$ cat src/rtl/phase_field_driving_force_kernel_defines.svh
// Assertion macros for the phase field driving force kernel.
`ifndef PHASE_FIELD_DRIVING_FORCE_KERNEL_DEFINES_SVH
`define PHASE_FIELD_DRIVING_FORCE_KERNEL_DEFINES_SVH
`ifndef SYNTH
`define PF_ASSERT_IMPL(label, clk, rst_n, ante, cons) \
  label: assert property (@(posedge clk) disable iff (!rst_n) (ante) |-> (cons)) \
    else $error("assertion failed");
`define PF_ASSERT_NEXT(label, clk, rst_n, ante, cons) \
  label: assert property (@(posedge clk) disable iff (!rst_n) (ante) |=> (cons)) \
    else $error("assertion failed");
`else
`define PF_ASSERT_IMPL(label, clk, rst_n, ante, cons)
`define PF_ASSERT_NEXT(label, clk, rst_n, ante, cons)
`endif
`endif

$ cat src/rtl/pfdf_pkg.sv
// Shared constants, types and arithmetic helpers for the driving force kernel.
package pfdf_pkg;
  localparam int FRAC_BITS = 24;
  localparam int W = 32;
  localparam int RW = 31;
  localparam int NSTG = 40;
  localparam logic signed [W-1:0] SMAX = 32'sh7FFFFFFF;
  localparam logic signed [W-1:0] SMIN = 32'sh80000000;
  localparam logic [2:0] REG_NORM = 3'd0;
  localparam logic [2:0] REG_ANISO = 3'd1;
  localparam logic [2:0] REG_PART = 3'd2;
  localparam logic [2:0] REG_WSQ = 3'd3;
  localparam logic [2:0] REG_TCL = 3'd4;
  localparam logic [2:0] REG_COUP = 3'd5;

  typedef logic signed [W-1:0] fx_t;

  typedef struct packed {
    logic [24:0] norm_offset;
    logic [24:0] aniso_strength;
    logic [24:0] partition_coeff;
    logic [30:0] width_squared;
    logic [30:0] two_over_cl0;
    logic [30:0] coupling_coeff;
  } cfg_t;

  typedef struct packed {
    fx_t v;
    logic f;
  } sres_t;

  function automatic sres_t sat66(input logic signed [65:0] v);
    sres_t r;
    if (v > 66'sh07FFFFFFF) begin
      r.v = SMAX; r.f = 1'b1;
    end else if (v < -66'sh080000000) begin
      r.v = SMIN; r.f = 1'b1;
    end else begin
      r.v = fx_t'(v[W-1:0]); r.f = 1'b0;
    end
    return r;
  endfunction

  function automatic sres_t fadd(input fx_t a, input fx_t b);
    return sat66(66'(a) + 66'(b));
  endfunction

  function automatic sres_t fsub(input fx_t a, input fx_t b);
    return sat66(66'(a) - 66'(b));
  endfunction

  // round half up: floor((p + half) / 2^F)
  function automatic sres_t fmul(input fx_t a, input fx_t b);
    logic signed [65:0] p;
    p = (66'(a) * 66'(b)) + (66'sd1 <<< (FRAC_BITS - 1));
    return sat66(p >>> FRAC_BITS);
  endfunction
endpackage

$ cat src/rtl/pfdf_sqrt.sv
// Pipelined integer square root of a 64-bit value, one result bit per stage.
module pfdf_sqrt import pfdf_pkg::*; (
  input  logic        clk,
  input  logic        en,
  input  logic [63:0] rad,
  output logic [31:0] root
);
  logic [63:0] rem_r [0:32];
  logic [31:0] res_r [0:32];

  always_comb begin
    rem_r[0] = rad;
    res_r[0] = '0;
  end

  for (genvar i = 0; i < 32; i++) begin : g_st
    logic [63:0] rem_nxt;
    logic [31:0] res_nxt;
    logic [33:0] trial;
    logic [33:0] top;
    always_comb begin
      top = 34'(rem_r[i] >> (62 - 2 * i));
      trial = {res_r[i], 2'b01};
      rem_nxt = rem_r[i];
      res_nxt = {res_r[i][30:0], 1'b0};
      if (top >= trial) begin
        rem_nxt = rem_r[i] - (64'(trial) << (62 - 2 * i));
        res_nxt = {res_r[i][30:0], 1'b1};
      end
    end
    always_ff @(posedge clk) begin
      if (en) begin
        rem_r[i+1] <= rem_nxt;
        res_r[i+1] <= res_nxt;
      end
    end
  end
  assign root = res_r[32];
endmodule

$ cat config.mk
export PLATFORM = sky130hd
export DESIGN_NAME = pfdf_sqrt
export DESIGN_NICKNAME = d
export VERILOG_FILES = /design/src/rtl/phase_field_driving_force_kernel_defines.svh /design/src/rtl/pfdf_pkg.sv /design/src/rtl/pfdf_sqrt.sv
export SDC_FILE = /design/constraint.sdc
export NUM_CORES = 2
export LEC_CHECK = 0
export ABC_AREA = 1
export BUFFER_PORTS_ARGS = -buffer_cell sky130_fd_sc_hd__buf_2
export CAP_MARGIN = 20
export CORE_MARGIN = 1.5
export CORE_UTILIZATION = 64
export CTS_CLUSTER_SIZE = 16
export DETAILED_ROUTE_END_ITERATION = 12
export GPL_TIMING_DRIVEN = 0
export PLACE_DENSITY = 0.81
export SETUP_SLACK_MARGIN = 0.15
export SYNTH_ARGS = -nofsm -noshare
export SYNTH_HDL_FRONTEND = slang
export SYNTH_SLANG_ARGS = --single-unit
export TNS_END_PERCENT = 30
$ cat constraint.sdc
create_clock -name clk -period 2.9 [get_ports clk]
set_input_delay 0.29 -clock clk [delete_from_list [all_inputs] [get_ports clk]]
set_output_delay 0.29 -clock clk [all_outputs]
set_load 0.005 [all_outputs]
# Word level (Yosys, flattened, before mapping)
# Cells that the tools add are included.
[word_totals]
elab_cells = 189
output_inout_bits = 32
ff_bits = 2272
memories = 0
latchBits = 0
mem_bits_ro = 0
in_bits = 66
mem_bits_rw = 0
[classes]
muxes = 63
shifts = 0
add_sub_neg = 31
n_eq_ne = 0
order_cmp = 32
n_bitwise = 0
reduce_logical = 0
multipliers = 0
n_div = 0
[op_table]
columns = ["op", "count"]
rows = [
  ["64-bit two-way mux", 16],
  ["64-bit by 49-bit subtractor with 64-bit output", 1],
  ["64-bit by 50-bit subtractor with 64-bit output", 1],
  ["64-bit by 51-bit subtractor with 64-bit output", 1],
  ["64-bit by 52-bit subtractor with 64-bit output", 1],
  ["64-bit by 53-bit subtractor with 64-bit output", 1],
  ["64-bit by 54-bit subtractor with 64-bit output", 1],
  ["64-bit by 55-bit subtractor with 64-bit output", 1],
  ["64-bit by 56-bit subtractor with 64-bit output", 1],
  ["64-bit by 57-bit subtractor with 64-bit output", 1],
  ["64-bit by 58-bit subtractor with 64-bit output", 1],
  ["64-bit by 59-bit subtractor with 64-bit output", 1],
  ["64-bit by 60-bit subtractor with 64-bit output", 1],
  ["64-bit by 61-bit subtractor with 64-bit output", 1],
  ["64-bit by 62-bit subtractor with 64-bit output", 1],
  ["64-bit by 63-bit subtractor with 64-bit output", 1],
  ["64-bit by 63-bit subtractor with 64-bit output, second input constant", 1],
  ["62-bit two-way mux", 1],
  ["62-bit by 48-bit subtractor with 62-bit output", 1],
  ["60-bit two-way mux", 1],
  ["60-bit by 47-bit subtractor with 60-bit output", 1],
  ["58-bit two-way mux", 1],
  ["58-bit by 46-bit subtractor with 58-bit output", 1],
  ["56-bit two-way mux", 1],
  ["56 further kinds", 87],
]

# Logic depth before layout (Yosys ltp)
[depth]
word_depth = 2
mapped_depth = 17
mapped_depth_nobuf = 16

# Worst setup path after synthesis
# Ideal clock, no wire load.
[synth_path]
path_type = "reg2reg"
start = "reg rem_r, in the netlist g_st[14].top[3]"
end = "reg rem_r, in the netlist g_st[15].top[22] (data pin)"
setup_slack_ns = 0.824
n_path_buf = 1
required_time_ns = 2.639
period_less_slack_ns = 2.076
stages_incl_launch_ff = 11
setup_ns = 0.261
arrival_time_ns = 1.816
path_cell_list = "edfxtp_1 ha_1 a21oi_1 nand2_1 nand2_1 nand2_1 nand3_1 nand3_1 nor2_4 buf_2 a21oi_1"
[synth_via]
elab_chain_cells = 2
word_cells_on_any_way = 3
classes_between = "add/sub (1); order compare (1); mux (1)"
[synth_rtl]
columns = ["element", "line", "source"]
rows = [
  ["from (decl)", "pfdf_sqrt.sv:8", "logic [63:0] rem_r [0:32];"],
  ["from (signal, indexed assignment)", "pfdf_sqrt.sv:33", "rem_r[i+1] <= rem_nxt;"],
  ["64-bit by 50-bit subtractor with 64-bit output / 30-bit by 16-bit >= comparator with 1-bit output (equally long branches)", "pfdf_sqrt.sv:27, pfdf_sqrt.sv:26", ""],
  ["64-bit two-way mux *", "pfdf_sqrt.sv:26", "if (top >= trial) begin"],
  ["net g_st[14].rem_nxt[54]", "pfdf_sqrt.sv:17", "logic [63:0] rem_nxt;"],
]
# Mark *: on every way through the listed nets, which the timed path passes. The rest lies on a longest branch.
# A chain may end at the register's enable or synchronous reset.

# Final worst setup path
[layout_path]
start = "reg res_r, in the netlist g_st[21].trial[21]"
end = "reg rem_r, in the netlist g_st[22].top[23] (data pin)"
[layout_via]
elab_chain_cells = 2
word_cells_on_any_way = 3
classes_between = "add/sub (1); order compare (1); mux (1)"
[layout_rtl]
columns = ["element", "line", "source"]
rows = [
  ["from (decl)", "pfdf_sqrt.sv:9", "logic [31:0] res_r [0:32];"],
  ["from (signal, indexed assignment)", "pfdf_sqrt.sv:34", "res_r[i+1] <= res_nxt;"],
  ["52-bit by 43-bit subtractor with 52-bit output / 34-bit by 23-bit >= comparator with 1-bit output (equally long branches)", "pfdf_sqrt.sv:27, pfdf_sqrt.sv:26", ""],
  ["52-bit two-way mux *", "pfdf_sqrt.sv:26", ""],
  ["net g_st[21].rem_nxt[41]", "pfdf_sqrt.sv:17", ""],
]
# Marks and branches as above.

==> flow_summary_export.csv <==
group,metric,value,unit
global_route,grt_pass1_vias,90900,
route,drc_errors,0,
route,viasPerCell,5.63,
die,io_pins,98,
clock_tree,cts.reportedPaths.clkPinSlew,70,ps
flow_run,cap_violations,0,
critical_path,worstSetupEndpointType,"register",
power,peakVddDrop,0.684,mV
critical_path,critical_path_arrival,3380,ps
synthesis,synth_warnings,0,
route,wl,333000,um
timing,grt_setup_unrepaired,"yes",
synthesis,synthTopCellsByArea,"edfxtp_1, nand2_1, inv_1, ha_1, nand3_1",
synthesis,synth_async_sr_flop_share,0,
global_route,track_usage,0.341,
power,power_density,755,nW/um2
global_route,grt_util_met2,0.580,
critical_path,crit_buf_inv,2,
critical_path,path_cells,"inv_1 > ha_2 > a21oi_2 > o21ai_0 > a21oi_1 > nand2_1 > nor2_1 > nand2_2 > buf_4 > nand3_1 > nand2_1",
finish,drive_gt1_frac,0.0644,
timing,report.final.slew_viol_count,0,
timing,max_freq,357,MHz
critical_path,critical_path.max_stage_delay,480,ps
timing,skew,72.5,ps
synthesis,yosysMostFrequentCell,"nand2_1",
outcome,outcome,"complete, no violations",
timing,worst_pin_slew,1090,ps
power,p_int,67.9,mW
timing,max-slew-margin-rel,0.274,
clock_tree,cts_tree,"done",
power,leakage,62.7,nW
clock_tree,cts_buffers,222,
critical_path,timing.rr.start,"g_st[21].trial[21]$_DFFE_PP_",
power,power_switching,34.6,mW
critical_path,slowest_stage,"edfxtp_1",
die,core_area,188000,um2
finish,nNetsFinal,14800,
critical_path,cp.required,3480,ps
synthesis,synth.distinct_cells,46,
route,postRouteAntennaNets,0,
timing,timing.final.crit_share,0.966,
placed_design,gp_congestion,1.00,
clock_tree,cts-root-buf,"clkbuf_16",
die,fp.dieH,439,um
critical_path,cp_max_fo,10,
critical_path,r2r_slack,100,ps
critical_path,r2r_cells,11,
clock_tree,insertion_delay,900,ps
power,total_power,102,mW
finish,areaGrowthSynthToFinish,11.6,%
timing,hold_violations,0,
global_route,busiest_layer,"met2",
route,dr_total_vias,94800,
worst_hold_path,holdCritPathClass,"in -> reg",
power,pwr-share-clk,0.299,
die,die-area,193000,um2
route,drt-wirelength-per-cell,19.8,um
synthesis,syn_area,122000,um2
route,firstDrtPassIters,10,
die,fp.dieW,439,um
synthesis,ys.flop_type,"edfxtp_1",
clock_tree,htreeDepth,4,
critical_path,critPathLaunchType,"register",
timing,hold_slack,52.4,ps
synthesis,yosys.area.top_type,"edfxtp_1",
critical_path,path_class,"reg -> reg",
clock_tree,ctsLongestPathBuffers,3,
synthesis,yosysSeqAreaShare,0.561,
critical_path,regToRegEndpoint,"g_st[22].top[23]$_DFFE_PP_",
power,combPwrFrac,0.267,
global_route,antenna_found_initial,6,
synthesis,ys_top_cells_by_count,"nand2_1, inv_1, edfxtp_1",
synthesis,avgSynthCellArea,8.90,um2
route,drtIter0Drc,10100,
timing,layout_setup_ws,98.9,ps
critical_path,cpMostUsedCell,"nand2_1",
finish,post-route-util,0.721,
synthesis,syn-num-nets,14300,
timing,finalSetupViolations,0,
power,swShare,0.338,
synthesis,synth_edf_count,2272,
global_route,met3_usage,0.0469,
placed_design,dp_hpwl,246000,um
global_route,grt_pass1_wl,505000,um
placed_design,port_buffers,97,
die,rows,159,
worst_hold_path,hold_start,"en",
synthesis,ys_seq_elements,2272,
global_route,grt_max_degree,200,
clock_tree,cts.sink_count,2272,
die,start_util,0.646,
critical_path,cp_top_family,"simple AND/OR/NAND/NOR gates",
timing,period_minus_slack,2800,ps
power,seqPwrFrac,0.435,
global_route,overflow,0,
synthesis,syn_inst,13700,
timing,finalSetupTns,0,ps
worst_hold_path,min_path_cells,2,
synthesis,synth_top_area_frac,0.561,
placed_design,pre_cts_slack,-2070,ps
global_route,grtUsageMet1,0.426,
worst_hold_path,min_to,"rem_r[1940]$_DFFE_PP_",
flip-flops by register name, summed over array words and instances (netlist names):
name and flops:
g_st.top 814, rem_r 930, root 32, g_st.trial 496
worst max-delay path by stage:
stage                                  from                          to  slack [ps]  cells after the start
2_1_floorplan     g_st[14].top[3]$_DFFE_PP_  g_st[15].top[22]$_DFFE_PP_         820                     10
3_3_place_gp                             en  g_st[27].top[28]$_DFFE_PP_      -31790                      1
3_5_place_dp                             en  g_st[27].top[31]$_DFFE_PP_       -2070                      7
4_1_cts         g_st[21].trial[4]$_DFFE_PP_  g_st[22].top[24]$_DFFE_PP_         130                     14
5_1_grt        g_st[14].trial[10]$_DFFE_PP_  g_st[15].top[26]$_DFFE_PP_          40                     11
6_report       g_st[21].trial[21]$_DFFE_PP_  g_st[22].top[23]$_DFFE_PP_         100                     11
layer usage:
metal | vias up | wire (um)
li1 | 45100 | -
met1 | 44000 | 128000
met2 | 4598 | 161000
met3 | 1099 | 25400
met4 | 8 | 19200
met5 | - | 53
per-stage QoR:
stage,instance area (um2),cells
2_1_floorplan,122000,13700
3_3_place_gp,125000,16300
3_5_place_dp,126000,16300
4_1_cts,135000,16800
5_1_grt,136000,16800
6_report,136000,16800
power groups by stage:
stage          clock network, mW  logic, mW  registers, mW
4_1_cts                     30.9       26.2           44.4
3_3_place_gp                   0       21.9           45.7
6_report                    30.6       27.3           44.5
2_1_floorplan                  0       18.2           43.3
5_1_grt                     32.1       30.4           44.7
3_5_place_dp                   0       25.6           45.0
final cells by class:
type	instances	area, um2
Clock buffer	255	5740
Sequential cell	2272	68200
Inverter	2431	9140
Multi-Input combinational cell	8840	44500
Buffer	117	815
Antenna cell	7	17.5
Clock inverter	160	1990
Timing Repair Buffer	245	2260
Fill cell	13500	52600
Tap cell	2495	3120
timing repair:
item | 4_1_cts | 5_1_grt
hold buffers | 68 | 0
cloned | 6 | 0
endpoints found under the setup margin | 623 | 483
setup buffers | 5 | 55
pin swaps | 1 | 11
gates resized for setup | 57 | 206
endpoints found under the hold margin | 140 | 0
worst reg2reg max path: cells and delay by family, from the launching register on:
family	cells	cell delay, ps
buf+inv	2	340
fa+ha+maj	1	330
simple gates	5	750
compound gates	3	590
flops	1	480
cells by family after synthesis:
group	after synthesis	synth area share
DFF	2272	0.561
xor gates and xnor gates	346	0.0249
and+or+nand+nor	7025	0.237
AOI/OAI and AO/OA	913	0.0393
buffers and inverters	2548	0.0811
adders and majority gates	556	0.0572
placed cells by master (no fill, tap or decap), types with 17 or more instances in the layout:
master / Yosys / layout
nor2_1: 985 / 922
clkinv_2: 0 / 36
bufinv_16: 0 / 37
edfxtp_1: 2272 / 2272
clkbuf_1: 8 / 33
nor3_1: 138 / 135
xor2_1: 237 / 237
clkinvlp_4: 0 / 19
ha_4: 0 / 28
nand4_1: 153 / 153
buf_16: 0 / 17
clkbuf_16: 0 / 225
o21ai_1: 29 / 38
or2_2: 26 / 26
buf_4: 14 / 81
xnor2_1: 109 / 109
inv_1: 2413 / 2409
buf_6: 20 / 25
and2_1: 41 / 41
nand3b_1: 122 / 122
ha_2: 0 / 27
nand2_2: 13 / 31
a21oi_1: 500 / 483
a21oi_2: 7 / 22
clkinv_1: 0 / 34
ha_1: 556 / 501
nor4_1: 20 / 17
dlygate4sd3_1: 0 / 65
nor2_2: 11 / 63
o21bai_1: 32 / 32
o21ai_0: 304 / 294
buf_2: 71 / 146
nand3_1: 759 / 749
nand2_1: 4722 / 4698
Power figures use the tool's default switching activity.
